[config.mk]
export PLATFORM = sky130hd
export DESIGN_NAME = delayed_threshold_alarm_relays
export DESIGN_NICKNAME = d
export VERILOG_FILES = /design/src/design/dtar_pkg.sv /design/src/design/dtar_eval.sv /design/src/design/delayed_threshold_alarm_relays.sv
export SDC_FILE = /design/constraint.sdc
export NUM_CORES = 1
export LEC_CHECK = 0
export BUFFER_PORTS_ARGS = -buffer_cell sky130_fd_sc_hd__buf_2
export CORE_MARGIN = 2
export CORE_UTILIZATION = 50
export CTS_BUF_LIST = sky130_fd_sc_hd__clkbuf_2
export DETAILED_ROUTE_END_ITERATION = 8
export PLACE_DENSITY = 0.69
export SETUP_SLACK_MARGIN = 0.5
export SYNTH_ARGS = -nofsm -noshare
export SYNTH_HDL_FRONTEND = slang
export SYNTH_HIERARCHICAL = 1
export SYNTH_SLANG_ARGS = --single-unit
[constraint.sdc]
create_clock -name i_clk -period 8.95 [get_ports i_clk]
set_clock_uncertainty 0.05 [all_clocks]
set_input_delay 1.79 -clock i_clk [delete_from_list [all_inputs] [get_ports i_clk]]
set_output_delay 1.79 -clock i_clk [all_outputs]
set_load 0.02 [all_outputs]
[src/design/dtar_pkg.sv]
// Shared types and codes for the delayed threshold alarm relay block.
`timescale 1ns / 1ps

package dtar_pkg;

    localparam int CNT_W  = 16;
    localparam int MODE_W = 5;
    localparam int VAL_W  = 16;

    // Command codes carried in the low bits of the input tuser.
    localparam logic [1:0] CMD_TICK  = 2'd0;
    localparam logic [1:0] CMD_CLOSE = 2'd1;
    localparam logic [1:0] CMD_OPEN  = 2'd2;

    // Work modes; every mode below MODE_REMOTE clears the channel on a tick.
    localparam logic [MODE_W-1:0] MODE_REMOTE    = 5'd9;
    localparam logic [MODE_W-1:0] MODE_LT_SEL    = 5'd10;
    localparam logic [MODE_W-1:0] MODE_GT_SEL    = 5'd11;
    localparam logic [MODE_W-1:0] MODE_LATCH_LT  = 5'd12;
    localparam logic [MODE_W-1:0] MODE_LATCH_GT  = 5'd13;
    localparam logic [MODE_W-1:0] MODE_LT_PHASE  = 5'd14;
    localparam logic [MODE_W-1:0] MODE_GT_PHASE  = 5'd15;
    localparam logic [MODE_W-1:0] MODE_LT_LINE   = 5'd16;
    localparam logic [MODE_W-1:0] MODE_GT_LINE   = 5'd17;
    localparam logic [MODE_W-1:0] MODE_FORCE_OFF = 5'd18;
    localparam logic [MODE_W-1:0] MODE_FORCE_ON  = 5'd19;

    // Configuration register indexes.
    localparam logic [1:0] REG_MODE  = 2'd0;
    localparam logic [1:0] REG_LIMIT = 2'd1;
    localparam logic [1:0] REG_DELAY = 2'd2;
    localparam logic [1:0] REG_DRIVE = 2'd3;

    typedef struct packed {
        logic [CNT_W-1:0] on_cnt;
        logic [CNT_W-1:0] off_cnt;
        logic             relay;
        logic             alarm;
    } t_chan_state;

    // Declared high to low so the packed layout matches the input tdata.
    typedef struct packed {
        logic [VAL_W-1:0] line_ca;
        logic [VAL_W-1:0] line_bc;
        logic [VAL_W-1:0] line_ab;
        logic [VAL_W-1:0] phase_c;
        logic [VAL_W-1:0] phase_b;
        logic [VAL_W-1:0] phase_a;
        logic [VAL_W-1:0] sel;
    } t_meas;

endpackage

[src/design/dtar_eval.sv]
// Next-state logic of one alarm channel for one command.
`timescale 1ns / 1ps

module dtar_eval
    import dtar_pkg::*;
(
    input  logic [1:0]        i_cmd,
    input  logic [MODE_W-1:0] i_mode,
    input  logic [CNT_W-1:0]  i_limit,
    input  logic [CNT_W-1:0]  i_delay,
    input  t_meas             i_meas,
    input  t_chan_state       i_cur,
    output t_chan_state       o_nxt
);

    logic             w_lt_sel;
    logic             w_gt_sel;
    logic             w_lt_phase;
    logic             w_gt_phase;
    logic             w_lt_line;
    logic             w_gt_line;
    logic             w_cond;
    logic [CNT_W-1:0] w_on_inc;
    logic [CNT_W-1:0] w_off_inc;

    assign w_lt_sel   = i_meas.sel < i_limit;
    assign w_gt_sel   = i_meas.sel > i_limit;
    assign w_lt_phase = (i_meas.phase_a < i_limit) || (i_meas.phase_b < i_limit) ||
                        (i_meas.phase_c < i_limit);
    assign w_gt_phase = (i_meas.phase_a > i_limit) || (i_meas.phase_b > i_limit) ||
                        (i_meas.phase_c > i_limit);
    assign w_lt_line  = (i_meas.line_ab < i_limit) || (i_meas.line_bc < i_limit) ||
                        (i_meas.line_ca < i_limit);
    assign w_gt_line  = (i_meas.line_ab > i_limit) || (i_meas.line_bc > i_limit) ||
                        (i_meas.line_ca > i_limit);

    // Counters wrap at 16 bits.
    assign w_on_inc  = i_cur.on_cnt + CNT_W'(1);
    assign w_off_inc = i_cur.off_cnt + CNT_W'(1);

    always_comb begin
        case (i_mode)
            MODE_LT_SEL, MODE_LATCH_LT: w_cond = w_lt_sel;
            MODE_GT_SEL, MODE_LATCH_GT: w_cond = w_gt_sel;
            MODE_LT_PHASE:              w_cond = w_lt_phase;
            MODE_GT_PHASE:              w_cond = w_gt_phase;
            MODE_LT_LINE:               w_cond = w_lt_line;
            MODE_GT_LINE:               w_cond = w_gt_line;
            default:                    w_cond = 1'b0;
        endcase
    end

    always_comb begin
        o_nxt = i_cur;
        case (i_cmd)
            CMD_TICK: begin
                if (i_mode < MODE_REMOTE) begin
                    o_nxt = '0;
                end else begin
                    case (i_mode)
                        MODE_LT_SEL, MODE_GT_SEL, MODE_LT_PHASE, MODE_GT_PHASE,
                        MODE_LT_LINE, MODE_GT_LINE: begin
                            if (w_cond) begin
                                o_nxt.off_cnt = '0;
                                o_nxt.on_cnt  = w_on_inc;
                                if (w_on_inc > i_delay) begin
                                    o_nxt.relay  = 1'b1;
                                    o_nxt.alarm  = 1'b1;
                                    o_nxt.on_cnt = '0;
                                end
                            end else begin
                                o_nxt.on_cnt  = '0;
                                o_nxt.off_cnt = w_off_inc;
                                if (w_off_inc > i_delay) begin
                                    o_nxt = '0;
                                end
                            end
                        end
                        MODE_LATCH_LT, MODE_LATCH_GT: begin
                            // Latching: only the on-counter runs, nothing releases.
                            if (w_cond) begin
                                o_nxt.on_cnt = w_on_inc;
                                if (w_on_inc > i_delay) begin
                                    o_nxt.relay  = 1'b1;
                                    o_nxt.alarm  = 1'b1;
                                    o_nxt.on_cnt = '0;
                                end
                            end else begin
                                o_nxt.on_cnt = '0;
                            end
                        end
                        MODE_FORCE_OFF: begin
                            o_nxt.relay = 1'b0;
                            o_nxt.alarm = 1'b0;
                        end
                        MODE_FORCE_ON: begin
                            o_nxt.relay = 1'b1;
                            o_nxt.alarm = 1'b1;
                        end
                        default: begin
                        end
                    endcase
                end
            end
            CMD_CLOSE: begin
                if (i_mode == MODE_REMOTE) begin
                    o_nxt.relay = 1'b1;
                end
            end
            CMD_OPEN: begin
                if (i_mode == MODE_REMOTE) begin
                    o_nxt.relay = 1'b0;
                end
            end
            default: begin
            end
        endcase
    end

endmodule

[src/design/delayed_threshold_alarm_relays.sv]
// Top level: four delayed threshold alarm relay channels on a stream interface.
`timescale 1ns / 1ps

// Each input item addresses one channel with a tick, remote close or remote open
// command and returns exactly one status item for that channel. The block takes
// one item per clock as long as the result side keeps taking: an item sits in
// the input register while the channel's state is read, updated and the status
// is written to the output register, from which the result is taken. Channel
// state (two 16-bit wrapping counters, relay and alarm bits) lives in flip-flops
// and is updated by the item before it, so back-to-back items on the same channel
// see each other's effect. Configuration writes are to be made only while no item
// is in flight; a mode write that changes a channel's mode clears that channel.
// Channels at or beyond NUM_CHANNELS report relay, alarm and pin as 0.
module delayed_threshold_alarm_relays
    import dtar_pkg::*;
#(
    parameter int NUM_CHANNELS = 4
) (
    input  logic         i_clk,
    input  logic         i_rst_n,
    input  logic         i_cfg_we,
    input  logic [1:0]   i_cfg_idx,
    input  logic [63:0]  i_cfg_data,
    input  logic         s_axis_tvalid,
    output logic         s_axis_tready,
    // sel, phase_a, phase_b, phase_c, line_ab, line_bc, line_ca (16 bits each)
    input  logic [111:0] s_axis_tdata,
    // command [1:0], channel [3:2]
    input  logic [3:0]   s_axis_tuser,
    output logic         m_axis_tvalid,
    input  logic         m_axis_tready,
    // relay_on [0], alarm_active [1], pin_driven [2], relay_word [6:3], zero [7]
    output logic [7:0]   m_axis_tdata,
    // out_channel [1:0]
    output logic [1:0]   m_axis_tuser
);

    // Configuration registers.
    logic [4*MODE_W-1:0] r_mode;
    logic [63:0]         r_limit;
    logic [63:0]         r_delay;
    logic [1:0]          r_drive;

    // Input register.
    logic                r_s1_valid;
    t_meas               r_s1_meas;
    logic [1:0]          r_s1_cmd;
    logic [1:0]          r_s1_ch;

    // Output register.
    logic                r_out_valid;
    logic [7:0]          r_out_data;
    logic [1:0]          r_out_ch;

    t_chan_state         r_state [NUM_CHANNELS];

    logic                w_adv;
    logic                w_ch_ok;
    logic [MODE_W-1:0]   w_mode;
    logic [CNT_W-1:0]    w_limit;
    logic [CNT_W-1:0]    w_delay;
    t_chan_state         w_cur;
    t_chan_state         w_nxt;
    logic [3:0]          w_word;
    logic                w_pin;
    logic [7:0]          n_out_data;
    logic                n_out_valid;

    assign w_adv         = r_s1_valid && (!r_out_valid || m_axis_tready);
    assign s_axis_tready = !r_s1_valid || w_adv;
    assign w_ch_ok       = int'(r_s1_ch) < NUM_CHANNELS;

    // Pick the addressed channel's settings and state.
    always_comb begin
        w_mode  = '0;
        w_limit = '0;
        w_delay = '0;
        w_cur   = '0;
        for (int c = 0; c < NUM_CHANNELS; c++) begin
            if (r_s1_ch == 2'(c)) begin
                w_mode  = r_mode[MODE_W*c +: MODE_W];
                w_limit = r_limit[CNT_W*c +: CNT_W];
                w_delay = r_delay[CNT_W*c +: CNT_W];
                w_cur   = r_state[c];
            end
        end
    end

    dtar_eval u_eval (
        .i_cmd   (r_s1_cmd),
        .i_mode  (w_mode),
        .i_limit (w_limit),
        .i_delay (w_delay),
        .i_meas  (r_s1_meas),
        .i_cur   (w_cur),
        .o_nxt   (w_nxt)
    );

    // Relay word after this item: the addressed channel takes its new value.
    always_comb begin
        w_word = '0;
        for (int c = 0; c < NUM_CHANNELS; c++) begin
            if (w_ch_ok && (r_s1_ch == 2'(c))) begin
                w_word[c] = w_nxt.relay;
            end else begin
                w_word[c] = r_state[c].relay;
            end
        end
    end

    assign w_pin = r_s1_ch[1] ? r_drive[1] : r_drive[0];

    always_comb begin
        n_out_data = {1'b0, w_word, 3'b000};
        if (w_ch_ok) begin
            n_out_data[2:0] = {w_pin, w_nxt.alarm, w_nxt.relay};
        end
        if (w_adv) begin
            n_out_valid = 1'b1;
        end else if (m_axis_tready) begin
            n_out_valid = 1'b0;
        end else begin
            n_out_valid = r_out_valid;
        end
    end

    always_ff @(posedge i_clk) begin
        if (!i_rst_n) begin
            r_mode  <= '0;
            r_limit <= '0;
            r_delay <= '0;
            r_drive <= 2'b11;
        end else if (i_cfg_we) begin
            case (i_cfg_idx)
                REG_MODE:  r_mode  <= i_cfg_data[4*MODE_W-1:0];
                REG_LIMIT: r_limit <= i_cfg_data;
                REG_DELAY: r_delay <= i_cfg_data;
                REG_DRIVE: r_drive <= i_cfg_data[1:0];
                default: begin
                end
            endcase
        end
    end

    // Channel state: clear on a mode change, else take the evaluated item.
    always_ff @(posedge i_clk) begin
        for (int c = 0; c < NUM_CHANNELS; c++) begin
            if (!i_rst_n) begin
                r_state[c] <= '0;
            end else if (i_cfg_we && (i_cfg_idx == REG_MODE) &&
                         (i_cfg_data[MODE_W*c +: MODE_W] != r_mode[MODE_W*c +: MODE_W])) begin
                r_state[c] <= '0;
            end else if (w_adv && w_ch_ok && (r_s1_ch == 2'(c))) begin
                r_state[c] <= w_nxt;
            end
        end
    end

    always_ff @(posedge i_clk) begin
        if (!i_rst_n) begin
            r_s1_valid  <= 1'b0;
            r_out_valid <= 1'b0;
        end else begin
            if (s_axis_tready) begin
                r_s1_valid <= s_axis_tvalid;
            end
            r_out_valid <= n_out_valid;
        end
    end

    // Payload: load the input item on acceptance, the result on advance.
    always_ff @(posedge i_clk) begin
        if (s_axis_tvalid && s_axis_tready) begin
            r_s1_meas <= t_meas'(s_axis_tdata);
            r_s1_cmd  <= s_axis_tuser[1:0];
            r_s1_ch   <= s_axis_tuser[3:2];
        end
        if (w_adv) begin
            r_out_data <= n_out_data;
            r_out_ch   <= r_s1_ch;
        end
    end

    assign m_axis_tvalid = r_out_valid;
    assign m_axis_tdata  = r_out_data;
    assign m_axis_tuser  = r_out_ch;

    // A held input item is not lost and keeps its channel and command while the result side stalls.
    a_s1_hold: assert property (@(posedge i_clk) disable iff (!i_rst_n)
        r_s1_valid && r_out_valid && !m_axis_tready |=>
            r_s1_valid && $stable(r_s1_ch) && $stable(r_s1_cmd))
        else $error("input item dropped during output stall");

    // Every advance presents a result on the next cycle.
    a_adv_out: assert property (@(posedge i_clk) disable iff (!i_rst_n)
        w_adv |=> m_axis_tvalid)
        else $error("advanced item produced no result");

    // On- and off-counters of a channel are never running together.
    a_cnt_excl: assert property (@(posedge i_clk) disable iff (!i_rst_n)
        r_s1_valid |-> (w_cur.on_cnt == '0) || (w_cur.off_cnt == '0))
        else $error("on and off counters both nonzero");

    // The reported relay state agrees with its bit in the relay word.
    a_relay_word: assert property (@(posedge i_clk) disable iff (!i_rst_n)
        m_axis_tvalid && (int'(m_axis_tuser) < NUM_CHANNELS) |->
            m_axis_tdata[0] == m_axis_tdata[3 + m_axis_tuser])
        else $error("relay_on disagrees with relay_word");

endmodule
# ---- After elaboration in Yosys (flattened, before gate mapping)
# Memories as Yosys holds them, arrays and structs flattened.
# Cells that the tools add are included.
dict set report word_totals {
  ff_bits 277
  ram_bits 136
  in_bits 187
  output_inout_bits 12
  word_cells 179
  mem_count 1
}
dict set report classes {
  add_sub_neg 2
  n_lt_le_gt_ge 17
  eq_ne 23
  n_mux 76
  n_bitwise 8
  n_reduce_logical 35
}
# memory words width rd rd_clocked_by_memory_dff wr line
set mem_list {}
lappend mem_list {r_state 4 34 4 0 4 delayed_threshold_alarm_relays.sv:55} ;# t_chan_state r_state [NUM_CHANNELS];
# op count
set ops {}
lappend ops {{34-bit two-way mux} 14}
lappend ops {{16-bit two-way mux} 11}
lappend ops {{16-bit > comparator} 9}
lappend ops {{16-bit < comparator} 7}
lappend ops {{1-bit two-way mux} 39}
lappend ops {{5-bit by 4-bit == test with 1-bit output, second input constant} 7}
lappend ops {{16-bit by 1-bit adder with 16-bit output, second input constant} 2}
lappend ops {{32-bit two-way mux} 1}
lappend ops {{16-bit case mux with 2 select lines} 1}
lappend ops {{5-bit == test, second input constant} 4}
lappend ops {{5-bit two-way mux} 4}
lappend ops {{5-bit != test} 4}
lappend ops {{18-bit two-way mux} 1}
lappend ops {{1-bit logical AND} 11}
lappend ops {{2-bit == test, second input constant} 5}
lappend ops {{1-bit logical OR} 10}
lappend ops {{1-bit bitwise OR} 8}
lappend ops {{2-bit case mux with 4 select lines} 1}
lappend ops {{2-bit AND reduction} 4}
lappend ops {{2-bit by 1-bit == test with 1-bit output, second input constant} 3}
lappend ops {{2-bit logical NOT} 3}
lappend ops {{1-bit case mux with 6 select lines} 1}
lappend ops {{2-bit OR reduction} 3}
lappend ops {{6-bit OR reduction} 1}
lappend ops {{5 further kinds} 7}

# ---- Depth between registers and ports, before layout
dict set report depth {
  ltp_word 14
  depth_mapped 23
  ltp_nobuf 20
}

# ---- Modules after synthesis
# The synthesis kept the hierarchy.
# module n_inst cells_per_inst area_each_um2
set by_module_without_submodules {}
lappend by_module_without_submodules {delayed_threshold_alarm_relays 1 1367 16879.9}
lappend by_module_without_submodules {dtar_eval 1 611 4541.9}

# ---- Worst setup path after synthesis
# No wires, ideal clock.
dict set report synth_path {
  path_type {input to register}
  start {input port m_axis_tready}
  end {register r_s1_ch[0] (enable)}
  t_arrival_ns 4.923
  required_time_ns 8.412
  setup_slack_ns 3.488
  stages 4
  n_path_buf 1
  path_cell_list {nor2b_1 > buf_2 > nand2_1 > and2_1}
}
dict set report synth_via {
  elab_chain_cells 4
}
# item line
set synth_lines {}
lappend synth_lines {{start: declaration} delayed_threshold_alarm_relays.sv:31} ;# input logic m_axis_tready,
lappend synth_lines {{1-bit logical OR} delayed_threshold_alarm_relays.sv:69} ;# assign w_adv = r_s1_valid && (!r_out_valid || m_axis_tready);
lappend synth_lines {{1-bit logical AND} delayed_threshold_alarm_relays.sv:69}
lappend synth_lines {{1-bit logical OR} delayed_threshold_alarm_relays.sv:70} ;# assign s_axis_tready = !r_s1_valid || w_adv;
lappend synth_lines {{named net s_axis_tready} delayed_threshold_alarm_relays.sv:25} ;# output logic s_axis_tready,
lappend synth_lines {{1-bit logical AND} delayed_threshold_alarm_relays.sv:173} ;# if (s_axis_tvalid && s_axis_tready) begin
lappend synth_lines {{end signal: assignment} delayed_threshold_alarm_relays.sv:176} ;# r_s1_ch <= s_axis_tuser[3:2];
lappend synth_lines {{end: declaration} delayed_threshold_alarm_relays.sv:48} ;# logic [1:0] r_s1_ch;
# The timed path passes the listed nets, and every way through them passes these cells.
# A chain may end at the register's enable or synchronous reset.

# ---- Worst setup path after layout
dict set report layout_path {
  start {register r_s1_ch[0]}
  end {register r_out_data[5], in the netlist m_axis_tdata[5], data pin}
}
dict set report layout_via {
  elab_chain_cells 14
  elab_cells_between_ends 73
}
# item line
set layout_lines {}
lappend layout_lines {{2-bit logical NOT} delayed_threshold_alarm_relays.sv:80} ;# if (r_s1_ch == 2'(c)) begin
lappend layout_lines {{16-bit two-way mux (3 in a row)} delayed_threshold_alarm_relays.sv:80}
lappend layout_lines {{16-bit two-way mux *} delayed_threshold_alarm_relays.sv:80}
lappend layout_lines {{named net w_limit[14]} delayed_threshold_alarm_relays.sv:60} ;# logic [CNT_W-1:0] w_limit;
lappend layout_lines {{16-bit > comparator (tied with other cells)} dtar_eval.sv:34} ;# assign w_gt_line = (i_meas.line_ab > i_limit) || (i_meas.line_bc > i_limit) ||
lappend layout_lines {{1-bit logical OR, on equally long branches (2 in a row)} -}
lappend layout_lines {{1-bit case mux with 6 select lines *} dtar_eval.sv:42} ;# case (i_mode)
lappend layout_lines {{2-bit two-way mux or 34-bit two-way mux (tied branches)} {dtar_eval.sv:81, dtar_eval.sv:63}}
lappend layout_lines {{2-bit case mux with 4 select lines *} dtar_eval.sv:60} ;# case (i_mode)
lappend layout_lines {{34-bit two-way mux *} dtar_eval.sv:57} ;# if (i_mode < MODE_REMOTE) begin
lappend layout_lines {{1-bit case mux with 3 select lines *} dtar_eval.sv:55} ;# case (i_cmd)
lappend layout_lines {{named net n_out_data[0]} delayed_threshold_alarm_relays.sv:66} ;# logic [7:0] n_out_data;
lappend layout_lines {{1-bit two-way mux *} delayed_threshold_alarm_relays.sv:103} ;# if (w_ch_ok && (r_s1_ch == 2'(c))) begin
lappend layout_lines {{named net n_out_data[5]} delayed_threshold_alarm_relays.sv:66}
lappend layout_lines {{end signal: assignment} delayed_threshold_alarm_relays.sv:179} ;# r_out_data <= n_out_data;
lappend layout_lines {{end: declaration} delayed_threshold_alarm_relays.sv:52} ;# logic [7:0] r_out_data;
# The timed path passes the listed nets; every way through them passes the cells marked *.

==> summary.md <==
| Metric | Value |
|---|---|
| Status | `complete, no violations` |
| Height of the die | `roughly 210 um` |
| Worst hold path type | `reg -> reg` |
| Pins Over Slew Limit | `0` |
| Crit-path max cell delay | `slightly above 900 ps` |
| Worst hold margin | `between 400 and 500 ps` |
| Slowest cell on crit path | `a221oi_1` |
| Largest family of logic cells by synthesized area | `simple AND/OR/NAND/NOR gates` |
| Period minus WS final | `5980 ps` |
| Critical Path Start Type | `flip-flop` |
| Leading area contributor after synthesis | `edfxtp_1` |
| CTS resizes | `0` |
| Final wirelength | `59.0 mm` |
| Maximum VDD drop | `around 0.10 mV` |
| Mux share of post-synthesis cell area | `0.0787` |
| Highest clock rate | `about 170 MHz` |
| Average wire per standard cell | `roughly 21 um` |
| Mapped Cells | `approximately 2k` |
| Post-synth EDFFs | `about 260` |
| Share of cells above drive strength 1 | `0.223` |
| Synth top area cells | `edfxtp_1 37%, dfxtp_1 14%, nand2_1 8.6%, ha_1 8.5%, mux4_2 7.5%` |
| Buf/Inv on CP | `2` |
| Layout area overhead | `10.9%` |
| Commonest cells after routing, fill and taps aside | `493 x nand2_1, 261 x edfxtp_1, 196 x buf_2, 168 x clkbuf_2, 155 x nor2_1` |
| Nets | `around 2.5k` |
| Endpoint class of the critical path | `flip-flop` |
| Clk_lat worst skew | `1180 ps` |
| #FFs+latches synth | `around 410` |
| Critical path class | `reg -> reg` |
| CP arrival | `6870 ps` |
| Initial Util | `0.508` |
| Ys async rst share | `0` |
| HPWL after DPL | `39.9 mm` |
| H-tree levels | `3` |
| Clock slew at reported path FFs | `100 ps` |
| Synthesis warning total | `6` |
| Post-Synth Simple-Gate Area | `0.161` |
| Setup TNS | `0 ps` |
| PortBufs | `around 200` |
| FP Rows | `75` |
| Worst slew pin tran | `roughly 1200 ps` |
| Initial antenna violation count | `7` |
| TritonCTS clock tree | `done` |
| Vias in the first global route | `16.0k` |
| DR vias/cell | `~5.8` |
| Largest net degree at the start of global routing | `~120` |
| Hold Buf Count CTS | `0` |
| Crit-path leading delay family | `compound AO/OA/AOI/OAI gates` |
| Root Buffer Master | `clkbuf_2` |
| Drc violations | `0` |
| Drt first pass iters | `5` |
| Initial drt markers | `around 1.5k` |
| Critical path, cell by cell | `buf_12, mux4_2, inv_1, ha_1, nand4_1, a2111o_1, a31oi_1, a21oi_1, o311ai_1, or2_1, o21ai_1, a221oi_1, mux2_2` |
| Final Setup Violations | `0` |
| Most common cell after layout, fill and taps aside | `nand2_1` |
| Final hold vios | `0` |
| Gpl congestion | `approximately 0.9` |
| Crit share post-route | `0.668` |
| Synth top area share | `0.366` |
| Die Area | `44,500 um^2` |
| Non-Filler Instances | `between 2k and 3k` |
| IO Pins | `between 150 and 200` |
| WP data required | `approximately 9800 ps` |
| Max cap viols | `0` |
| Pwr Density | `around 170 nW/um^2` |
| CP max FO | `83` |
| Synth Area in Compound Gates | `0.114` |
| First-pass GRT wire length | `90.5 mm` |
| Seq/Total Area, Yosys | `0.508` |
| Clock tree sinks | `about 410` |
| Antenna Nets Post-Route | `0` |
| Num CTS Buffers | `between 100 and 150` |
| Leak | `just over 9 nW` |
| Core area | `around 42,000 um^2` |
| Syn nets | `between 2k and 2.5k` |
| RSZ-0062 raised after global routing | `no` |
| Die W | `around 210 um` |
| Worst rel slew slack | `0.183` |
| Synth cell types | `72` |
| Adder-Cell Fraction of Synth Area | `0.0853` |
| Top_reg_cell synth | `edfxtp_1` |
| Final Core Density | `0.564` |
| Post-Syn Area | `roughly 21,000 um^2` |
| Total congestion overflow | `0` |
| Post-Synth XOR/XNOR Area | `0.0180` |
| GRT Total Usage | `0.268` |
| Postcts setup bufs | `0` |
| Via count | `about 16k` |
| Syn_area_per_cell | `10.8 um^2` |
| Placed instance count | `2,634` |
| Longest Clk Path Bufs | `3` |
==> layout make-up <==
cell class	instances	area, um^2
diodes	9	22.5
clock buffers	168	841
clock inverters	23	126
fillers	3652	18400
inverters	48	180
multi-input cells	1414	9840
flip-flops and latches	413	10900
well taps	539	674
repair buffers	220	1190
==> report_power, final <==
part / switching, mW / internal (mW)
Sequential: 0.0380 / 2.12
Combinational: 0.341 / 0.216
Clock: 0.797 / 0.504
Total: 1.18 / 2.84
==> cells in the mapped netlist, types with 10 or more instances <==
library cell	number
nand2_1	493
edfxtp_1	261
nor2_1	155
dfxtp_1	152
a21boi_0	151
ha_1	146
mux4_2	71
a21oi_1	53
inv_1	48
clkbuf_1	43
nand3_1	35
buf_2	32
nand4_1	30
xnor2_1	25
o21ai_0	22
xor2_1	19
buf_6	17
a21o_1	15
nand2b_1	15
nor2b_1	13
nor3_1	13
nor2_2	11
a22o_1	10
a32o_1	10
o21ai_1	10
==> path summary, 6_finish.rpt <==
path               start         endpoint  slack (ps)  cells after the start
max           r_s1_ch[0]  m_axis_tdata[5]        2970                     13
min          r_limit[60]      r_limit[60]         420                      2
max reg2reg   r_s1_ch[0]  m_axis_tdata[5]        2970                     13
min reg2reg  r_limit[60]      r_limit[60]         420                      2
==> routing by layer <==
layer,vias to the layer above,global-route usage,wire (um)
met5,-,0,0
met4,0,0.0940,1590
met3,95,0.0626,4880
met2,694,0.404,26400
met1,7961,0.382,26100
li1,7613,-,-
==> state kept, by name, indices dropped and copies added, names as in the netlist <==
register and flops:
r_mode 20, m_axis_tdata 7, r_s1_cmd 2, r_s1_meas 112, r_drive 2, r_state 136, r_limit 64, r_delay 64
r_s1_ch 2, r_s1_valid 1, m_axis_tuser 2, m_axis_tvalid 1
==> worst min-delay path, cell delays in order, from the launching register on <==
cell and delay [ps]:
dfxtp_1 320, nand2_1 40, a21boi_0 60
==> stage by stage <==
step / instance area [um^2] / setup slack, ps / power, mW
2_1_floorplan: 21400 / 3490 / 2.55
3_3_place_gp: 22800 / 3010 / 2.73
3_5_place_dp: 22800 / 3030 / 2.75
4_1_cts: 23700 / 2990 / 4.05
5_1_grt: 23700 / 2560 / 4.22
6_report: 23700 / 2970 / 4.02
==> cells by family (layout without fill, tap and decap cells) <==
family / after synthesis / after routing
compound gates: 334 / 334
xor+xnor: 44 / 44
fa+ha+maj: 146 / 146
buf+inv: 151 / 459
flops: 413 / 413
mux: 79 / 79
other cells: 1 / 10
simple gates: 810 / 810
Power figures use the tool's default switching activity.
